<file path="config.mk">
export PLATFORM = sky130hd
export DESIGN_NAME = rotating_pixel_format_writer_flat
export DESIGN_NICKNAME = d
export VERILOG_FILES = /design/src/hw/rtl/rpfw_pkg.sv /design/src/hw/rtl/rpfw_pix_if.sv /design/src/hw/rtl/rpfw_res_if.sv /design/src/hw/rtl/rpfw_scan.sv /design/src/hw/rtl/rpfw_format.sv /design/src/hw/rtl/rotating_pixel_format_writer.sv /design/src/flat_wrapper.sv
export SDC_FILE = /design/constraint.sdc
export NUM_CORES = 1
export LEC_CHECK = 0
export BUFFER_PORTS_ARGS = -buffer_cell sky130_fd_sc_hd__buf_2
export CAP_MARGIN = 20
export CORE_MARGIN = 2
export CORE_UTILIZATION = 35
export CTS_BUF_LIST = sky130_fd_sc_hd__clkbuf_4 sky130_fd_sc_hd__clkbuf_8 sky130_fd_sc_hd__clkbuf_16
export DETAILED_ROUTE_END_ITERATION = 8
export GPL_ROUTABILITY_DRIVEN = 0
export REMOVE_ABC_BUFFERS = 1
export SYNTH_ARGS = -nofsm -noshare
export SYNTH_HDL_FRONTEND = slang
export SYNTH_HIERARCHICAL = 1
export SYNTH_SLANG_ARGS = --single-unit
</file>
<file path="constraint.sdc">
create_clock -name clk_i -period 8.4 [get_ports clk_i]
set_clock_uncertainty 0.15 [all_clocks]
set_input_delay 1.26 -clock clk_i [delete_from_list [all_inputs] [get_ports clk_i]]
set_output_delay 1.26 -clock clk_i [all_outputs]
set_load 0.1 [all_outputs]
</file>
<file path="src/hw/rtl/rpfw_pkg.sv">
// ----------------------------------------------------------------------------
// rpfw_pkg
// Shared types and constants of the rotating pixel format writer.
// ----------------------------------------------------------------------------
`default_nettype none

package rpfw_pkg;

  localparam int unsigned CFG_IDX_W  = 3;
  localparam int unsigned CFG_DATA_W = 14;
  localparam int unsigned DIM_W      = 12;
  localparam int unsigned STRIDE_W   = 14;
  localparam int unsigned ADDR_W     = 24;

  localparam logic [7:0] ALPHA_OPAQUE = 8'hff;
  localparam logic [2:0] BPP_32       = 3'd4;
  localparam logic [2:0] BPP_16       = 3'd2;

  typedef enum logic [CFG_IDX_W-1:0] {
    CFG_WIDTH  = 3'd0,
    CFG_HEIGHT = 3'd1,
    CFG_ORIENT = 3'd2,
    CFG_MODE   = 3'd3,
    CFG_ALPHA  = 3'd4,
    CFG_STRIDE = 3'd5
  } cfg_idx_e;

  typedef enum logic [1:0] {
    ORIENT_0   = 2'd0,
    ORIENT_90  = 2'd1,
    ORIENT_180 = 2'd2,
    ORIENT_270 = 2'd3
  } orient_e;

  typedef enum logic [1:0] {
    MODE_KEEP   = 2'd0,
    MODE_SWAP   = 2'd1,
    MODE_RGB565 = 2'd2,
    MODE_BGR565 = 2'd3
  } pix_mode_e;

  typedef struct packed {
    logic [DIM_W-1:0]    image_width;
    logic [DIM_W-1:0]    image_height;
    orient_e             orientation;
    pix_mode_e           pixel_mode;
    logic                has_alpha;
    logic [STRIDE_W-1:0] line_stride;
  } cfg_t;

  localparam cfg_t CFG_RESET = '{
    image_width:  12'd1,
    image_height: 12'd1,
    orientation:  ORIENT_0,
    pixel_mode:   MODE_KEEP,
    has_alpha:    1'b1,
    line_stride:  14'd4
  };

  typedef struct packed {
    logic last_pixel;
    logic opaque_so_far;
  } scan_ctrl_t;

endpackage

`default_nettype wire

</file>
<file path="src/hw/rtl/rpfw_pix_if.sv">
// ----------------------------------------------------------------------------
// rpfw_pix_if
// Source pixel channel: valid/ready handshake with three colour bytes and alpha.
// ----------------------------------------------------------------------------
`default_nettype none

interface rpfw_pix_if;
  logic       valid;
  logic       ready;
  logic [7:0] src_c0;
  logic [7:0] src_c1;
  logic [7:0] src_c2;
  logic [7:0] src_alpha;

  modport source (output valid, output src_c0, output src_c1, output src_c2,
                  output src_alpha, input ready);
  modport sink   (input valid, input src_c0, input src_c1, input src_c2,
                  input src_alpha, output ready);
endinterface

`default_nettype wire

</file>
<file path="src/hw/rtl/rpfw_res_if.sv">
// ----------------------------------------------------------------------------
// rpfw_res_if
// Result channel: destination address and converted pixel per beat.
// ----------------------------------------------------------------------------
`default_nettype none

interface rpfw_res_if;
  logic        valid;
  logic        ready;
  logic [23:0] dest_addr;
  logic [31:0] pixel_value;
  logic [2:0]  pixel_bytes;
  logic        last_pixel;
  logic        opaque_so_far;

  modport source (output valid, output dest_addr, output pixel_value,
                  output pixel_bytes, output last_pixel, output opaque_so_far,
                  input ready);
  modport sink   (input valid, input dest_addr, input pixel_value,
                  input pixel_bytes, input last_pixel, input opaque_so_far,
                  output ready);
endinterface

`default_nettype wire

</file>
<file path="src/hw/rtl/rpfw_scan.sv">
// ----------------------------------------------------------------------------
// rpfw_scan
// Raster counters, rotation index selection and the input register stage.
// ----------------------------------------------------------------------------
`default_nettype none

module rpfw_scan import rpfw_pkg::*; #(
  parameter int unsigned MAX_DIM = 2048,
  localparam int unsigned CW = $clog2(MAX_DIM),
  localparam int unsigned DW = $clog2(MAX_DIM + 1),
  localparam int unsigned SW = (DW + 2 > STRIDE_W) ? DW + 2 : STRIDE_W
) (
  input  wire logic       clk_i,
  input  wire logic       rst_ni,
  input  wire cfg_t       cfg_i,
  rpfw_pix_if.sink        src,
  output logic            s1_valid_o,
  input  wire logic       s1_ready_i,
  output logic [7:0]      c0_o,
  output logic [7:0]      c1_o,
  output logic [7:0]      c2_o,
  output logic [7:0]      alpha_o,
  output logic [CW-1:0]   line_o,
  output logic [CW-1:0]   offs_o,
  output logic [SW-1:0]   stride_o,
  output scan_ctrl_t      ctrl_o
);

  logic [CW-1:0] col_q, col_d, row_q, row_d;
  logic          opaque_q, opaque_d;
  logic          s1_valid_q;

  logic [DW-1:0] w, h, phys;
  logic [CW-1:0] wm1, hm1, x, y, xr, yr, line_d, offs_d;
  logic [SW-1:0] phys_bytes, stride_cfg, stride_d;
  logic          bpp4, row_end, last, accept, opaque_now;
  logic [7:0]    alpha;

  // Clamp the configured dimensions into 1..MAX_DIM.
  always_comb begin
    if (cfg_i.image_width == '0) begin
      w = DW'(1);
    end else if (32'(cfg_i.image_width) > 32'(MAX_DIM)) begin
      w = DW'(MAX_DIM);
    end else begin
      w = DW'(cfg_i.image_width);
    end
    if (cfg_i.image_height == '0) begin
      h = DW'(1);
    end else if (32'(cfg_i.image_height) > 32'(MAX_DIM)) begin
      h = DW'(MAX_DIM);
    end else begin
      h = DW'(cfg_i.image_height);
    end
  end

  assign wm1 = CW'(w - DW'(1));
  assign hm1 = CW'(h - DW'(1));

  assign x       = (col_q < wm1) ? col_q : wm1;
  assign y       = (row_q < hm1) ? row_q : hm1;
  assign xr      = wm1 - x;
  assign yr      = hm1 - y;
  assign row_end = (col_q >= wm1);
  assign last    = row_end && (row_q >= hm1);

  assign bpp4 = (cfg_i.pixel_mode == MODE_KEEP) || (cfg_i.pixel_mode == MODE_SWAP);
  assign phys = ((cfg_i.orientation == ORIENT_90) || (cfg_i.orientation == ORIENT_270))
                ? h : w;
  assign phys_bytes = bpp4 ? (SW'(phys) << 2) : (SW'(phys) << 1);
  assign stride_cfg = SW'(cfg_i.line_stride);
  assign stride_d   = (stride_cfg < phys_bytes) ? phys_bytes : stride_cfg;

  always_comb begin
    case (cfg_i.orientation)
      ORIENT_0: begin
        line_d = y;
        offs_d = x;
      end
      ORIENT_90: begin
        line_d = xr;
        offs_d = y;
      end
      ORIENT_180: begin
        line_d = yr;
        offs_d = xr;
      end
      default: begin
        line_d = x;
        offs_d = yr;
      end
    endcase
  end

  assign alpha      = cfg_i.has_alpha ? src.src_alpha : ALPHA_OPAQUE;
  assign opaque_now = opaque_q && (alpha == ALPHA_OPAQUE);

  assign src.ready = !s1_valid_q || s1_ready_i;
  assign accept    = src.valid && src.ready;

  // Advance the raster position; wrap and re-arm the flag after the last pixel.
  always_comb begin
    col_d    = col_q;
    row_d    = row_q;
    opaque_d = opaque_q;
    if (accept) begin
      if (last) begin
        col_d    = '0;
        row_d    = '0;
        opaque_d = 1'b1;
      end else if (row_end) begin
        col_d    = '0;
        row_d    = row_q + CW'(1);
        opaque_d = opaque_now;
      end else begin
        col_d    = col_q + CW'(1);
        opaque_d = opaque_now;
      end
    end
  end

  always_ff @(posedge clk_i or negedge rst_ni) begin
    if (!rst_ni) begin
      col_q      <= '0;
      row_q      <= '0;
      opaque_q   <= 1'b1;
      s1_valid_q <= 1'b0;
    end else begin
      col_q    <= col_d;
      row_q    <= row_d;
      opaque_q <= opaque_d;
      if (accept) begin
        s1_valid_q <= 1'b1;
      end else if (s1_ready_i) begin
        s1_valid_q <= 1'b0;
      end
    end
  end

  always_ff @(posedge clk_i) begin
    if (accept) begin
      c0_o                 <= src.src_c0;
      c1_o                 <= src.src_c1;
      c2_o                 <= src.src_c2;
      alpha_o              <= alpha;
      line_o               <= line_d;
      offs_o               <= offs_d;
      stride_o             <= stride_d;
      ctrl_o.last_pixel    <= last;
      ctrl_o.opaque_so_far <= opaque_now;
    end
  end

  assign s1_valid_o = s1_valid_q;

endmodule

`default_nettype wire

</file>
<file path="src/hw/rtl/rpfw_format.sv">
// ----------------------------------------------------------------------------
// rpfw_format
// Address multiply-add, pixel format conversion and the output register.
// ----------------------------------------------------------------------------
`default_nettype none

module rpfw_format import rpfw_pkg::*; #(
  parameter int unsigned MAX_DIM = 2048,
  localparam int unsigned CW = $clog2(MAX_DIM),
  localparam int unsigned DW = $clog2(MAX_DIM + 1),
  localparam int unsigned SW = (DW + 2 > STRIDE_W) ? DW + 2 : STRIDE_W,
  localparam int unsigned SUMW = (CW + SW + 1 > ADDR_W) ? CW + SW + 1 : ADDR_W
) (
  input  wire logic       clk_i,
  input  wire logic       rst_ni,
  input  wire pix_mode_e  pixel_mode_i,
  input  wire logic       s1_valid_i,
  output logic            s1_ready_o,
  input  wire logic [7:0] c0_i,
  input  wire logic [7:0] c1_i,
  input  wire logic [7:0] c2_i,
  input  wire logic [7:0] alpha_i,
  input  wire logic [CW-1:0] line_i,
  input  wire logic [CW-1:0] offs_i,
  input  wire logic [SW-1:0] stride_i,
  input  wire scan_ctrl_t ctrl_i,
  rpfw_res_if.source      dst
);

  logic                valid_q;
  logic                load;
  logic                bpp4;
  logic [CW+SW-1:0]    prod;
  logic [CW+1:0]       offs_bytes;
  logic [SUMW-1:0]     sum;
  logic [31:0]         pix_d;
  logic [ADDR_W-1:0]   addr_q;
  logic [31:0]         pix_q;
  logic [2:0]          bytes_q;
  scan_ctrl_t          ctrl_q;

  assign bpp4       = (pixel_mode_i == MODE_KEEP) || (pixel_mode_i == MODE_SWAP);
  assign prod       = (CW + SW)'(line_i) * (CW + SW)'(stride_i);
  assign offs_bytes = bpp4 ? {offs_i, 2'b00} : {1'b0, offs_i, 1'b0};
  assign sum        = SUMW'(prod) + SUMW'(offs_bytes);

  always_comb begin
    case (pixel_mode_i)
      MODE_KEEP:   pix_d = {alpha_i, c2_i, c1_i, c0_i};
      MODE_SWAP:   pix_d = {alpha_i, c0_i, c1_i, c2_i};
      MODE_RGB565: pix_d = {16'h0000, c0_i[7:3], c1_i[7:2], c2_i[7:3]};
      default:     pix_d = {16'h0000, c2_i[7:3], c1_i[7:2], c0_i[7:3]};
    endcase
  end

  assign s1_ready_o = !valid_q || dst.ready;
  assign load       = s1_valid_i && s1_ready_o;

  always_ff @(posedge clk_i or negedge rst_ni) begin
    if (!rst_ni) begin
      valid_q <= 1'b0;
    end else if (s1_ready_o) begin
      valid_q <= s1_valid_i;
    end
  end

  always_ff @(posedge clk_i) begin
    if (load) begin
      addr_q  <= sum[ADDR_W-1:0];
      pix_q   <= pix_d;
      bytes_q <= bpp4 ? BPP_32 : BPP_16;
      ctrl_q  <= ctrl_i;
    end
  end

  assign dst.valid         = valid_q;
  assign dst.dest_addr     = addr_q;
  assign dst.pixel_value   = pix_q;
  assign dst.pixel_bytes   = bytes_q;
  assign dst.last_pixel    = ctrl_q.last_pixel;
  assign dst.opaque_so_far = ctrl_q.opaque_so_far;

endmodule

`default_nettype wire

</file>
<file path="src/hw/rtl/rotating_pixel_format_writer.sv">
// ----------------------------------------------------------------------------
// rotating_pixel_format_writer
// Rotated framebuffer addressing with 32-bit and 565 pixel conversion.
// ----------------------------------------------------------------------------
//
//  Channel   Dir  Handshake       Beat contents
//  src_i     in   valid/ready     src_c0, src_c1, src_c2, src_alpha
//  dst_o     out  valid/ready     dest_addr, pixel_value, pixel_bytes,
//                                 last_pixel, opaque_so_far
//  cfg_*     in   cfg_we_i only   cfg_idx_i selects the register, cfg_data_i
//
//  One pixel is taken every clock unless dst stalls; an accepted beat passes
//  the input register, then the output register, before its result leaves.
//  The stride multiply-add between the two registers sets the clock period.
//  A stalled output holds its beat; the input register takes one more pixel
//  only if it was empty, so with both registers full src ready falls in the
//  same cycle as dst ready.
//  Reset puts the raster at row 0, column 0 with the opaque flag set; no
//  memory, so no clearing pass.
//
`default_nettype none

module rotating_pixel_format_writer import rpfw_pkg::*; #(
  parameter int unsigned MAX_DIM = 2048
) (
  input  wire logic                  clk_i,
  input  wire logic                  rst_ni,
  input  wire logic                  cfg_we_i,
  input  wire logic [CFG_IDX_W-1:0]  cfg_idx_i,
  input  wire logic [CFG_DATA_W-1:0] cfg_data_i,
  rpfw_pix_if.sink                   src_i,
  rpfw_res_if.source                 dst_o
);

  localparam int unsigned CW = $clog2(MAX_DIM);
  localparam int unsigned DW = $clog2(MAX_DIM + 1);
  localparam int unsigned SW = (DW + 2 > STRIDE_W) ? DW + 2 : STRIDE_W;

  cfg_t          cfg_q;
  logic          s1_valid, s1_ready;
  logic [7:0]    c0, c1, c2, alpha;
  logic [CW-1:0] line_idx, offs_idx;
  logic [SW-1:0] stride;
  scan_ctrl_t    ctrl;

  // Configuration registers: the user must write them only while idle; the block does not enforce it, so no shadowing.
  // Indexes beyond the list are dropped.
  always_ff @(posedge clk_i or negedge rst_ni) begin
    if (!rst_ni) begin
      cfg_q <= CFG_RESET;
    end else if (cfg_we_i) begin
      case (cfg_idx_e'(cfg_idx_i))
        CFG_WIDTH:  cfg_q.image_width  <= cfg_data_i[DIM_W-1:0];
        CFG_HEIGHT: cfg_q.image_height <= cfg_data_i[DIM_W-1:0];
        CFG_ORIENT: cfg_q.orientation  <= orient_e'(cfg_data_i[1:0]);
        CFG_MODE:   cfg_q.pixel_mode   <= pix_mode_e'(cfg_data_i[1:0]);
        CFG_ALPHA:  cfg_q.has_alpha    <= cfg_data_i[0];
        CFG_STRIDE: cfg_q.line_stride  <= cfg_data_i[STRIDE_W-1:0];
        default: begin
        end
      endcase
    end
  end

  // Stage one: raster counters, clamping, rotation indexes, effective stride.
  rpfw_scan #(
    .MAX_DIM (MAX_DIM)
  ) u_scan (
    .clk_i      (clk_i),
    .rst_ni     (rst_ni),
    .cfg_i      (cfg_q),
    .src        (src_i),
    .s1_valid_o (s1_valid),
    .s1_ready_i (s1_ready),
    .c0_o       (c0),
    .c1_o       (c1),
    .c2_o       (c2),
    .alpha_o    (alpha),
    .line_o     (line_idx),
    .offs_o     (offs_idx),
    .stride_o   (stride),
    .ctrl_o     (ctrl)
  );

  // Stage two: line times stride plus offset times bytes, format the pixel.
  rpfw_format #(
    .MAX_DIM (MAX_DIM)
  ) u_format (
    .clk_i        (clk_i),
    .rst_ni       (rst_ni),
    .pixel_mode_i (cfg_q.pixel_mode),
    .s1_valid_i   (s1_valid),
    .s1_ready_o   (s1_ready),
    .c0_i         (c0),
    .c1_i         (c1),
    .c2_i         (c2),
    .alpha_i      (alpha),
    .line_i       (line_idx),
    .offs_i       (offs_idx),
    .stride_i     (stride),
    .ctrl_i       (ctrl),
    .dst          (dst_o)
  );

endmodule

`default_nettype wire

</file>
<file path="src/flat_wrapper.sv">
// flat-port wrapper written by rule: the top's interface ports become plain ports
module rotating_pixel_format_writer_flat import rpfw_pkg::*;
#(
  parameter int unsigned MAX_DIM = 2048
)
  (clk_i, rst_ni, cfg_we_i, cfg_idx_i, cfg_data_i, src_i_valid, src_i_src_c0, src_i_src_c1, src_i_src_c2, src_i_src_alpha, src_i_ready, dst_o_valid, dst_o_dest_addr, dst_o_pixel_value, dst_o_pixel_bytes, dst_o_last_pixel, dst_o_opaque_so_far, dst_o_ready);
  rpfw_pix_if src_i_i ();
  rpfw_res_if dst_o_i ();
  input  wire logic clk_i;
  input  wire logic rst_ni;
  input  wire logic cfg_we_i;
  input  wire logic [CFG_IDX_W-1:0] cfg_idx_i;
  input  wire logic [CFG_DATA_W-1:0] cfg_data_i;
  input wire logic [$bits(src_i_i.valid)-1:0] src_i_valid;
  input wire logic [$bits(src_i_i.src_c0)-1:0] src_i_src_c0;
  input wire logic [$bits(src_i_i.src_c1)-1:0] src_i_src_c1;
  input wire logic [$bits(src_i_i.src_c2)-1:0] src_i_src_c2;
  input wire logic [$bits(src_i_i.src_alpha)-1:0] src_i_src_alpha;
  output wire logic [$bits(src_i_i.ready)-1:0] src_i_ready;
  output wire logic [$bits(dst_o_i.valid)-1:0] dst_o_valid;
  output wire logic [$bits(dst_o_i.dest_addr)-1:0] dst_o_dest_addr;
  output wire logic [$bits(dst_o_i.pixel_value)-1:0] dst_o_pixel_value;
  output wire logic [$bits(dst_o_i.pixel_bytes)-1:0] dst_o_pixel_bytes;
  output wire logic [$bits(dst_o_i.last_pixel)-1:0] dst_o_last_pixel;
  output wire logic [$bits(dst_o_i.opaque_so_far)-1:0] dst_o_opaque_so_far;
  input wire logic [$bits(dst_o_i.ready)-1:0] dst_o_ready;
  assign src_i_i.valid = src_i_valid;
  assign src_i_i.src_c0 = src_i_src_c0;
  assign src_i_i.src_c1 = src_i_src_c1;
  assign src_i_i.src_c2 = src_i_src_c2;
  assign src_i_i.src_alpha = src_i_src_alpha;
  assign src_i_ready = src_i_i.ready;
  assign dst_o_valid = dst_o_i.valid;
  assign dst_o_dest_addr = dst_o_i.dest_addr;
  assign dst_o_pixel_value = dst_o_i.pixel_value;
  assign dst_o_pixel_bytes = dst_o_i.pixel_bytes;
  assign dst_o_last_pixel = dst_o_i.last_pixel;
  assign dst_o_opaque_so_far = dst_o_i.opaque_so_far;
  assign dst_o_i.ready = dst_o_ready;
  rotating_pixel_format_writer #(.MAX_DIM(MAX_DIM)) u_core (.clk_i(clk_i), .rst_ni(rst_ni), .cfg_we_i(cfg_we_i), .cfg_idx_i(cfg_idx_i), .cfg_data_i(cfg_data_i), .src_i(src_i_i), .dst_o(dst_o_i));
endmodule
</file>
# Word-level counts from Yosys, hierarchy flattened
# Index checks and enable logic that the tools add are counted.
# Widths: inputs -> output; s select.
# totals
input_bits,54
regBits,199
elab_cells,97
# op_classes
n_lt_le_gt_ge,7
eq_ne,11
n_mux,22
n_reduce_logical,24
multipliers,1
add_sub_neg,7
# ops
op,n
$pmux 32 s3,1
$mux 11,6
$pmux 11 s3,2
$mux 12,5
$mux 14,2
$add 24x13->24,1
$gt 12x12->1 const B,2
$logic_not 12->1,2
$mul 11x14->24,1
$add 11x1->11 const B,2
$ge 11x11->1,2
$lt 11x11->1,2
$sub 11x1->11 const B,2
$sub 11x11->11,2
$lt 14x14->1,1
$reduce_and 2->1,7
$mux 13,1
$eq 8x8->1 const B,1
$mux 8,1
$eq 2x2->1 const B,3
$eq 3x2->1 const B,2
$eq 3x3->1 const B,2
$eq 2x1->1 const B,2
$logic_and 1x1->1,4
8 further kinds,16

# Longest topological paths before layout
# Gate-level depths: netlist of run 1.
# logic_depth
ltp_word,8
mapped_depth,34
depth_no_buf,32

# Hierarchy
# The synthesis of run 1 kept the hierarchy.
# modules_own_cells
module,cells_per_inst,n_inst,seq_area_each_um2,area_each_um2
rpfw_format,753,1,1826.8,7601.0
rpfw_scan,782,1,2703.8,7322.0
rotating_pixel_format_writer,95,1,1081.0,1731.7

# Worst setup path before layout of run 1
# OpenSTA, ideal clock, no wires.
# synth_path
kind,flip-flop to flip-flop
from,reg u_core/cfg_q[37] (netlist bit)
to,"reg u_core.u_scan.offs_o[6], data pin"
path_stages_with_launch,31
setup_slack_ns,1.566
arrival_ns,6.415
setup_time_ns,0.269
cell_sequence,dfrtp_1 -> or4_1 -> nor2_1 -> a21oi_1 -> nor2_1 -> inv_1 -> ha_1 -> clkbuf_1 -> a21oi_1 -> nand2b_1 -> inv_1 -> ha_1 -> a21oi_1 -> o21ai_0 -> maj3_4 -> a21oi_4 -> o21a_1 -> clkbuf_1 -> nor2_1 -> a21oi_1 -> ha_1 -> inv_1 -> fa_1 -> a21oi_1 -> o21ai_0 -> a21oi_1 -> o21ai_0 -> a21o_1 -> a211o_1 -> o211ai_1 -> o21ai_0
# synth_between
elab_chain_len,8
# synth_rtl
item,line,text
from (decl),rotating_pixel_format_writer.sv:39,cfg_t cfg_q;
$gt 12x12->1,rpfw_scan.sv:43,end else if (32'(cfg_i.image_width) > 32'(MAX_DIM)) begin
$mux 12,rpfw_scan.sv:43,
$mux 12 *,rpfw_scan.sv:41,if (cfg_i.image_width == '0) begin
$sub 11x1->11 *,rpfw_scan.sv:57,assign wm1 = CW'(w - DW'(1));
$lt 11x11->1,rpfw_scan.sv:60,assign x = (col_q < wm1) ? col_q : wm1;
$mux 11,rpfw_scan.sv:60,
$sub 11x11->11,rpfw_scan.sv:62,assign xr = wm1 - x;
$pmux 11 s3 *,rpfw_scan.sv:75,case (cfg_i.orientation)
net u_core.u_scan.offs_d[6],rpfw_scan.sv:34,"logic [CW-1:0] wm1, hm1, x, y, xr, yr, line_d, offs_d;"
to (signal assigned),rpfw_scan.sv:147,offs_o <= offs_d;
to (decl),rpfw_scan.sv:24,"output logic [CW-1:0] offs_o,"
# The timed path passes the listed nets; every way through them passes the cells marked *.
# A chain may end at the register's enable or synchronous reset.

# Final worst setup path of run 1
# layout_path
from,reg u_core/cfg_q[34] (netlist bit)
to,"reg u_core.u_scan.offs_o[6], data pin"
# The elaborated chain is that of the path after synthesis.

==> summary.txt, run 1 <==
Outcome
  • Outcome: completed

Layout
  • Syn-to-layout area delta: 10.07%
  • Final Util: 0.3921
  • Commonest non-fill, non-tap cell in the layout: inv_1
  • Fin nets: 1975
  • Most frequent cells in the layout: inv_1 (216), nand2_1 (173), edfxtp_1 (130), fa_1 (121), buf_2 (114)
  • Fillcell total: 4577
  • Post-Layout Cell Count: 2320
  • Share of cells above drive strength 1: 0.1536

Die
  • Core ar.: 46750 µm²
  • # IOs: 117
  • Die W: 222.1 µm
  • Row cnt: 79
  • Die Y: 222.1 µm
  • Die area: 49350 µm²
  • Starting Density: 0.3562

Timing
  • Worst slew pin tran: 1066 ps
  • RSZ-0062 raised after global routing: no
  • Relative slew slack: 0.2891
  • Post-route minimum period: 7862 ps
  • Setup TNS: 0 ps
  • Slew Viols, Final: 0
  • Final Setup Violations: 0
  • Fin. Hold Viols: 0
  • Max frequency: 127.2 MHz
  • Worst Setup Slack, final: 538.4 ps
  • Crit share post-route: 0.9359

Global route
  • Gr usage total: 0.1659
  • Largest net degree at the start of global routing: 79
  • Vias in the first global route: 12.25k
  • Initial antenna violation count: 1
  • Total grt overflow: 0
  • First-pass GRT wire length: 65120 µm

Clocking
  • CTS root buf: clkbuf_16
  • Hold_buf cts: 0
  • Clock sinks: 198
  • CTS Buf Count: 17
  • CTS tree: built
  • H-tree depth: 4
  • Clk Latency, worst-skew pair: 470 ps
  • Post-CTS Setup Inserts: 0
  • Clock Pin Slew Worst Setup and Hold Paths: 80 ps
  • Post-CTS sizing: 0
  • Longest Clk Path Bufs: 2

Detailed routing
  • DRT Pass-1 Iters: 5
  • Post-route DRC: 0
  • Initial DRC count: 874
  • Final wirelength: 40060 µm
  • Routed length per placed instance: 17.27 µm
  • Via count: 11.97k
  • Vias per inst: 5.158
  • ANT nets after route: 0

Yosys
  • Sequential fraction of the synthesis area: 0.3369
  • Warnings, synthesis: 6
  • Number of synthesized flops with an enable pin: 130
  • Synth Register Bits: 198
  • Unique masters post-synth: 95
  • Post-synthesis cell count: 1630
  • Post-Syn Area per Cell: 10.22 µm²
  • Post-Syn Area: 16650 µm²
  • Post-synth top flop: edfxtp_1
  • Fraction of registers with async set/reset: 0.3434

Critical path
  • Worst path slowest cell: or4_1
  • Crit path kind: reg2reg
  • Critical path's most frequent cell: a21oi_1
  • Worst R2R End: u_core/u_scan/offs_o[6]$_DFFE_PP_
  • CP Max Fanout: 15
  • Worst reg2reg setup slack: 540 ps
  • Worst r2r path cells: 28
  • Crit Reg-Reg Startpoint: u_core/cfg_q[34]$_DFFE_PN0P_
  • Worst EP arrival: 7910 ps
  • Critical path endpoint category: flip-flop
  • Crit path largest cell delay: 600 ps
  • Worst setup endpoint: u_core/u_scan/offs_o[6]$_DFFE_PP_
  • Crit path from: u_core/cfg_q[34]$_DFFE_PN0P_
  • Worst Path Required: 8450 ps
  • Setup crit start kind: flip-flop

Flow run
  • Max cap viols: 0

Place
  • Final HPWL DP: 31450 µm
  • Inst Count DP: 2287
  • Port-buffer cells: 115
  • Pre-CTS WS: 709.3 ps

Hold path
  • Min-Delay Path Class: reg2reg
-- per-stage QoR --
stage	hold WS (ps)	cell area, µm²
6_report	277.8	18330
2_1_floorplan	250.3	16330
3_3_place_gp	257.1	17740
3_5_place_dp	261.9	17740
5_1_grt	292.2	18330
4_1_cts	279.9	18330
-- layout make-up --
type	instances	area, µm²	area share
inverter	217	814.5	0.04443
multi-input combinational	1141	9908	0.5405
timing repair buffer	124	645.6	0.03522
tap	607	759.5	0.04143
clock inverter	10	77.57	0.004232
sequential	198	5613	0.3062
antenna	1	2.502	0.0001365
clock buffer	22	510.5	0.02785
-- worst min path at each step --
stage / startpoint / to / slack [ps] / cells after the start
floorplan: u_core/u_scan/ctrl_o[1]$_DFFE_PP_ / u_core/u_format/dst.last_pixel$_DFFE_PP_ / 250 / 0
global placement: u_core/u_scan/ctrl_o[0]$_DFFE_PP_ / u_core/u_format/dst.opaque_so_far$_DFFE_PP_ / 260 / 0
detailed placement: u_core/u_scan/ctrl_o[1]$_DFFE_PP_ / u_core/u_format/dst.last_pixel$_DFFE_PP_ / 260 / 0
CTS: u_core/u_scan/ctrl_o[1]$_DFFE_PP_ / u_core/u_format/dst.last_pixel$_DFFE_PP_ / 280 / 0
global route: u_core/u_scan/ctrl_o[0]$_DFFE_PP_ / u_core/u_format/dst.opaque_so_far$_DFFE_PP_ / 290 / 0
finish: u_core/u_scan/ctrl_o[1]$_DFFE_PP_ / u_core/u_format/dst.last_pixel$_DFFE_PP_ / 280 / 0
-- cell usage after synthesis (all sizes together) (5+ instances only) --
library cell | instances | share of area
a21oi | 60 | 0.019
o211ai | 11 | 0.0056
o21ai | 75 | 0.023
mux2i | 51 | 0.031
xnor2 | 36 | 0.019
mux4 | 16 | 0.022
o32ai | 5 | 0.0031
mux2 | 52 | 0.037
edfxtp | 130 | 0.23
buf | 19 | 0.0068
xor2 | 20 | 0.011
nor2 | 87 | 0.020
o21a | 11 | 0.0050
a221oi | 5 | 0.0038
a211oi | 10 | 0.0048
o22ai | 6 | 0.0023
dfstp | 5 | 0.0079
maj3 | 7 | 0.0044
nor3 | 17 | 0.0051
nor2b | 28 | 0.011
nor4 | 10 | 0.0045
nand2b | 29 | 0.011
a211o | 5 | 0.0026
fa | 121 | 0.15
nand3 | 16 | 0.0048
and2 | 65 | 0.024
o31ai | 5 | 0.0023
a31oi | 11 | 0.0045
or3 | 5 | 0.0019
inv | 216 | 0.049
dfrtp | 63 | 0.095
nand4 | 14 | 0.0062
and3 | 13 | 0.0049
nand2 | 174 | 0.039
clkbuf | 55 | 0.012
ha | 101 | 0.076
a21o | 17 | 0.0077
-- kinds of logic after synthesis --
group	Yosys count	share of synthesized area
flip-flops	198	0.3369
buffers and inverters	291	0.06821
adder cells (fa/ha/maj)	229	0.2258
XOR/XNOR	56	0.02945
other	1	0.0002252
multiplexers	119	0.08970
AO/OA/AOI/OAI	256	0.1041
AND/OR/NAND/NOR	480	0.1457
-- worst max-delay path, delay by kind of cell (launching register included) --
| kind | cells | cell delay, ps |
|---|---|---|
| AO/OA/AOI/OAI | 15 | 3610 |
| adder cells (fa/ha/maj) | 5 | 1630 |
| buffers and inverters | 3 | 310 |
| flip-flops | 1 | 500 |
| AND/OR/NAND/NOR | 5 | 1390 |
-- registers in the layout, indices dropped and copies added (netlist names) --
signal	count
u_core/u_scan/ctrl_o	2
u_core/cfg_q	43
u_core/u_scan/opaque_q	1
u_core/u_format/dst.pixel_bytes	2
u_core/u_scan/c0_o	8
u_core/u_format/dst.last_pixel	1
u_core/u_format/dst.pixel_value	32
u_core/u_scan/s1_valid_o	1
u_core/u_scan/alpha_o	8
u_core/u_scan/line_o	11
u_core/u_scan/col_q	11
u_core/u_scan/stride_o	14
u_core/u_scan/offs_o	11
u_core/u_scan/c2_o	8
u_core/u_format/dst.dest_addr	24
u_core/u_format/dst.opaque_so_far	1
u_core/u_scan/row_q	11
u_core/u_scan/c1_o	8
u_core/u_format/dst.valid	1
-- layer usage --
metal | track usage | up-vias | routed length [µm]
li1 | - | 5699 | -
met1 | 0.2255 | 5937 | 18810
met2 | 0.2733 | 293 | 18910
met3 | 0.02862 | 37 | 1681
met4 | 0.04403 | 0 | 653
met5 | 0 | - | 0
Power of run 1 is left out: the tool's default activity adds up to more than one toggle a clock period on the data nets, which glitch-free logic cannot reach.
==> run 2, diff against run 1 <==
--- a/config.mk
+++ b/config.mk
@@ -13,7 +13,7 @@
 export DETAILED_ROUTE_END_ITERATION = 8
 export GPL_ROUTABILITY_DRIVEN = 0
 export REMOVE_ABC_BUFFERS = 1
+export SLEW_MARGIN = 20
 export SYNTH_ARGS = -nofsm -noshare
 export SYNTH_HDL_FRONTEND = slang
-export SYNTH_HIERARCHICAL = 1
 export SYNTH_SLANG_ARGS = --single-unit
==> constraint.sdc (replaced) <==
create_clock -name clk_i -period 8.4 [get_ports clk_i]
set_clock_uncertainty 0.15 [all_clocks]
set_input_delay 0.42 -clock clk_i [delete_from_list [all_inputs] [get_ports clk_i]]
set_output_delay 0.42 -clock clk_i [all_outputs]
set_load 0.1 [all_outputs]
==> run 2 against run 1 <==
Global-route usage increased by 0.22 points; register-to-register slack better by 240 ps; worst hold slack got worse by 200 ps; die area decreased by 2.3%; critical path type unchanged; largest cell class unchanged.
==> summary.txt, run 2 <==
Critical path
  • Crit path largest cell delay: 850 ps
  • Critical path endpoint category: flip-flop
  • Setup crit start kind: flip-flop
  • Worst path slowest cell: o32ai_4
  • Worst EP arrival: 7760 ps
  • Worst reg2reg setup slack: 780 ps
  • Critical path's most frequent cell: o21ai_0
  • Worst path buffer plus inverter count: 3
  • CP Max Fanout: 26
  • Worst path top cell family by delay: compound AO/OA/AOI/OAI gates
  • Worst Path Required: 8540 ps
  • Crit path kind: reg2reg

Timing
  • Worst slew pin tran: 1036 ps
  • Relative slew slack: 0.3058
  • Final Setup Violations: 0
  • Post-route minimum period: 7620 ps
  • RSZ-0062 raised after global routing: no
  • Setup TNS: 0 ps
  • Max frequency: 131.2 MHz
  • Slew Viols, Final: 0
  • Crit share post-route: 0.9072
  • Min Hold Slack: 80.18 ps
  • Fin. Hold Viols: 0

Flow run
  • Max cap viols: 0

Yosys
  • Cell taking the most area after synthesis: edfxtp_1
  • Sequential fraction of the synthesis area: 0.3449
  • Post-synth top flop: edfxtp_1
  • Post-Syn Area: 16270 µm²
  • Unique masters post-synth: 93
  • Post-synthesis cell count: 1587
  • Synth Register Bits: 198
  • Fraction of registers with async set/reset: 0.3434
  • Number of synthesized flops with an enable pin: 130
  • Warnings, synthesis: 0
  • Post-Syn Area per Cell: 10.25 µm²
  • Most common cell in the netlist: inv_1
  • Synth area leaders: edfxtp_1 (24%), fa_1 (15%), dfrtp_1 (9.7%)
  • Synth top area share: 0.2399
  • Commonest cells in the netlist: inv_1 (193), nand2_1 (180), edfxtp_1 (130)

Detailed routing
  • Post-route DRC: 0
  • Routed length per placed instance: 16.91 µm
  • ANT nets after route: 0
  • Final wirelength: 38900 µm
  • DRT Pass-1 Iters: 5
  • Initial DRC count: 1001
  • Via count: 11.79k
  • Vias per inst: 5.124

Outcome
  • Outcome: completed

Layout
  • Share of cells above drive strength 1: 0.1529
  • Top reg by flops: u_core.cfg_q
  • Post-Layout Cell Count: 2301
  • Syn-to-layout area delta: 12.07%
  • Max FFs per register: 43
  • Most frequent cells in the layout: inv_1 (192), nand2_1 (180), edfxtp_1 (130), fa_1 (121), buf_2 (114)
  • Fillcell total: 4507
  • Final Util: 0.3942
  • Fin nets: 1958
  • Commonest non-fill, non-tap cell in the layout: inv_1
  • ANT cells: 0

Clocking
  • CTS root buf: clkbuf_16
  • Longest Clk Path Bufs: 2
  • Clock sinks: 198
  • Clock Pin Slew Worst Setup and Hold Paths: 80 ps
  • Clk Latency, worst-skew pair: 460 ps
  • CTS tree: built
  • Post-CTS sizing: 0
  • CTS Buf Count: 17
  • H-tree depth: 4

Die
  • Row cnt: 79
  • Die area: 48230 µm²
  • Starting Density: 0.3517
  • # IOs: 117
  • Die W: 219.6 µm
  • Core ar.: 46260 µm²
  • Die Y: 219.6 µm

Place
  • Inst Count DP: 2243
  • Final HPWL DP: 30320 µm
  • Port-buffer cells: 115

Hold path
  • Min-Delay Path Class: in2reg

Global route
  • Total grt overflow: 0
  • Largest net degree at the start of global routing: 61
  • First-pass GRT wire length: 63280 µm
  • Vias in the first global route: 11.95k
  • Initial antenna violation count: 1
  • Gr usage total: 0.1680
## run 2: through the flow
stage | area, µm² | worst slack, ps
after floorplan | 15980 | 1801
after global placement | 17370 | 1228
after detailed placement | 17370 | 955.8
after CTS | 18230 | 948.3
after global routing | 18240 | 243.8
final | 18240 | 779.9
## run 2: cell families after synthesis
kind of cell | after synthesis | synth area share
AO/OA/AOI/OAI | 264 | 0.1084
XOR/XNOR | 46 | 0.02476
adder cells (fa/ha/maj) | 229 | 0.2312
buffers and inverters | 269 | 0.06360
flip-flops | 198 | 0.3449
multiplexers | 106 | 0.07951
other | 1 | 0.0002305
AND/OR/NAND/NOR | 474 | 0.1475
## run 2: what timing repair did
item | 4_1_cts | 5_1_grt
hold buffers | 26 | 0
hold endpoints to repair | 36 | 0
buffers inserted | 0 | 0
## run 2: area by class of cell
type	count	area, µm²	share of cell area
clock inverters	14	165.2	0.009057
multi-input cells	1120	9642	0.5287
clock buffers	18	432.9	0.02374
repair buffers	147	883.3	0.04844
flip-flops and latches	198	5613	0.3078
inverters	197	739.5	0.04055
well taps	607	759.5	0.04165
## run 2: worst register-to-register path, delay by kind of cell (launching register included)
family                     cells  cell delay (ps)
buffers and inverters          3              280
DFF                            1              490
AOI/OAI and AO/OA             16             3550
adders and majority gates      5             1680
and+or+nand+nor                6             1270
## run 2: path summary, 6_finish.rpt
check | cells past startpoint | startpoint | end
max in group asynchronous | 3 | rst_ni | u_core.cfg_q[16]$_DFFE_PN0P_
setup / recovery | 30 | u_core.cfg_q[22]$_DFFE_PN0P_ | u_core.u_scan.line_o[10]$_DFFE_PP_
min in group asynchronous | 2 | rst_ni | u_core.u_scan.row_q[6]$_DFFE_PN0P_
setup reg to reg | 30 | u_core.cfg_q[22]$_DFFE_PN0P_ | u_core.u_scan.line_o[10]$_DFFE_PP_
hold / removal | 3 | cfg_data_i[11] | u_core.cfg_q[30]$_DFFE_PN0P_
hold reg to reg | 0 | u_core.u_scan.ctrl_o[1]$_DFFE_PP_ | u_core.u_format.dst.last_pixel$_DFFE_PP_
## run 2: routing by layer
metal  GRT usage  share of wire
met4     0.03736          0.013
met1      0.2266           0.46
met3     0.02926          0.050
met2      0.2824           0.48
met5           0              0
Power of run 2 is left out for the same reason.
==> run 3, diff against run 2 <==
--- a/config.mk
+++ b/config.mk
@@ -5,7 +5,7 @@
 export SDC_FILE = /design/constraint.sdc
 export NUM_CORES = 1
 export LEC_CHECK = 0
-export BUFFER_PORTS_ARGS = -buffer_cell sky130_fd_sc_hd__buf_2
+export BUFFER_PORTS_ARGS = -buffer_cell sky130_fd_sc_hd__clkbuf_2
 export CAP_MARGIN = 20
 export CORE_MARGIN = 2
 export CORE_UTILIZATION = 35
==> run 3 against run 2 <==
First-iteration DRC count is 12% lower; global-route usage barely moved; critical path type unchanged; utilization about the same; die area did not move; highest routed layer unchanged; routed wire length hardly changed; critical path depth is 2 lower; largest cell class unchanged; final area barely moved; critical endpoint unchanged.
==> summary.txt, run 3 (synthesis results as in run 2) <==
Outcome
  • Outcome: completed

Clocking
  • Longest Clk Path Bufs: 2
  • Clock sinks: 198
  • CTS tree: built
  • CTS Buf Count: 17
  • Post-CTS Setup Inserts: 0
  • Clock Pin Slew Worst Setup and Hold Paths: 80 ps
  • H-tree depth: 4
  • Clk Latency, worst-skew pair: 460 ps
  • CTS root buf: clkbuf_16

Layout
  • Syn-to-layout area delta: 12.03%
  • ANT cells: 0
  • Top reg by flops: u_core.cfg_q
  • Fillcell total: 4553
  • Max FFs per register: 43
  • Share of cells above drive strength 1: 0.1535
  • Most frequent cells in the layout: inv_1 (192), nand2_1 (180), edfxtp_1 (130), fa_1 (121), clkbuf_2 (114)
  • Commonest non-fill, non-tap cell in the layout: inv_1
  • Fin nets: 1958
  • FF/Latch Area: 5613 µm²
  • Multi-input logic area: 9642 µm²

Timing
  • Final Setup Violations: 0
  • Slew Viols, Final: 0
  • Max frequency: 131.7 MHz
  • Relative slew slack: 0.2811
  • Crit share post-route: 0.9040
  • Fin. Hold Viols: 0
  • Post-route minimum period: 7593 ps
  • Setup TNS: 0 ps
  • Worst slew pin tran: 1073 ps
  • RSZ-0062 raised after global routing: no

Critical path
  • Critical path's most frequent cell: o21ai_0
  • Worst EP arrival: 7730 ps
  • Worst Path Required: 8540 ps
  • Setup crit start kind: flip-flop
  • Crit path kind: reg2reg
  • Crit path largest cell delay: 830 ps
  • CP Max Fanout: 26
  • Critical path endpoint category: flip-flop
  • Worst reg2reg setup slack: 810 ps
  • Worst path top cell family by delay: compound AO/OA/AOI/OAI gates
  • Worst path slowest cell: o32ai_4
  • Worst path buffer plus inverter count: 2

Detailed routing
  • Post-route DRC: 0
  • DRT Pass-1 Iters: 5
  • Routed length per placed instance: 16.89 µm
  • ANT nets after route: 0
  • Final wirelength: 38880 µm
  • Via count: 11.80k
  • Vias per inst: 5.129
  • Initial DRC count: 878

Die
  • Starting Density: 0.3517
  • Die area: 48230 µm²
  • Die W: 219.6 µm
  • Die Y: 219.6 µm
  • Core ar.: 46260 µm²
  • Row cnt: 79
  • # IOs: 117

Global route
  • First-pass GRT wire length: 63580 µm
  • Vias in the first global route: 11.89k
  • Largest net degree at the start of global routing: 61
  • Total grt overflow: 0
  • Gr usage total: 0.1685
  • Initial antenna violation count: 1

Hold path
  • Min-Delay Path Class: in2reg

Flow run
  • Max cap viols: 0

Place
  • Final HPWL DP: 30290 µm
  • Port-buffer cells: 115
[run 3: layout make-up]
class / count / area share
clock buffers: 18 / 0.02375
clock inverters: 14 / 0.008649
inverters: 197 / 0.04057
multi-input cells: 1120 / 0.5290
flip-flops and latches: 198 / 0.3079
well taps: 607 / 0.04167
repair buffers: 147 / 0.04846
[run 3: worst paths after layout]
kind / from / end / cells past startpoint
worst max-delay path: u_core.cfg_q[22]$_DFFE_PN0P_ / u_core.u_scan.line_o[10]$_DFFE_PP_ / 28
worst min-delay path: dst_o_ready / u_core.u_format.dst.valid$_DFFE_PN0P_ / 3
worst max register to register: u_core.cfg_q[22]$_DFFE_PN0P_ / u_core.u_scan.line_o[10]$_DFFE_PP_ / 28
worst min register to register: u_core.u_scan.ctrl_o[0]$_DFFE_PP_ / u_core.u_format.dst.opaque_so_far$_DFFE_PP_ / 0
max in group asynchronous: rst_ni / u_core.cfg_q[16]$_DFFE_PN0P_ / 3
min in group asynchronous: rst_ni / u_core.u_scan.col_q[6]$_DFFE_PN0P_ / 2
[run 3: timing repair]
item,in CTS,in global routing
hold endpoints to repair,43,0
hold buffers,26,0
resized for setup,0,0
[run 3: routing by layer]
layer / vias to the layer above / routed length [µm] / track usage
met1: 5895 / 17820 / 0.2264
met4: 0 / 701 / 0.04452
li1: 5601 / - / -
met2: 259 / 18260 / 0.2788
met3: 47 / 2090 / 0.03188
met5: - / 0 / 0
[run 3: per-stage QoR]
stage / hold slack, ps / util / setup slack (ps) / cells / cell area [µm²]
floorplan: -25.59 / - / 1801 / 1515 / 15980
CTS: 59.84 / 0.3939 / 953.5 / 2301 / 18220
finish: 88.11 / 0.3940 / 806.8 / 2301 / 18230
global route: 90.89 / 0.3940 / 241.6 / 2301 / 18230
global placement: 193.4 / 0.3755 / 1228 / 2243 / 17370
detailed placement: 193.5 / 0.3755 / 999.6 / 2243 / 17370
[run 3: tightest hold or removal path: stages]
cell      delay, ps
clkbuf_2         80
nand2b_1        110
nand2b_1         60
Power of run 3 is left out for the same reason.
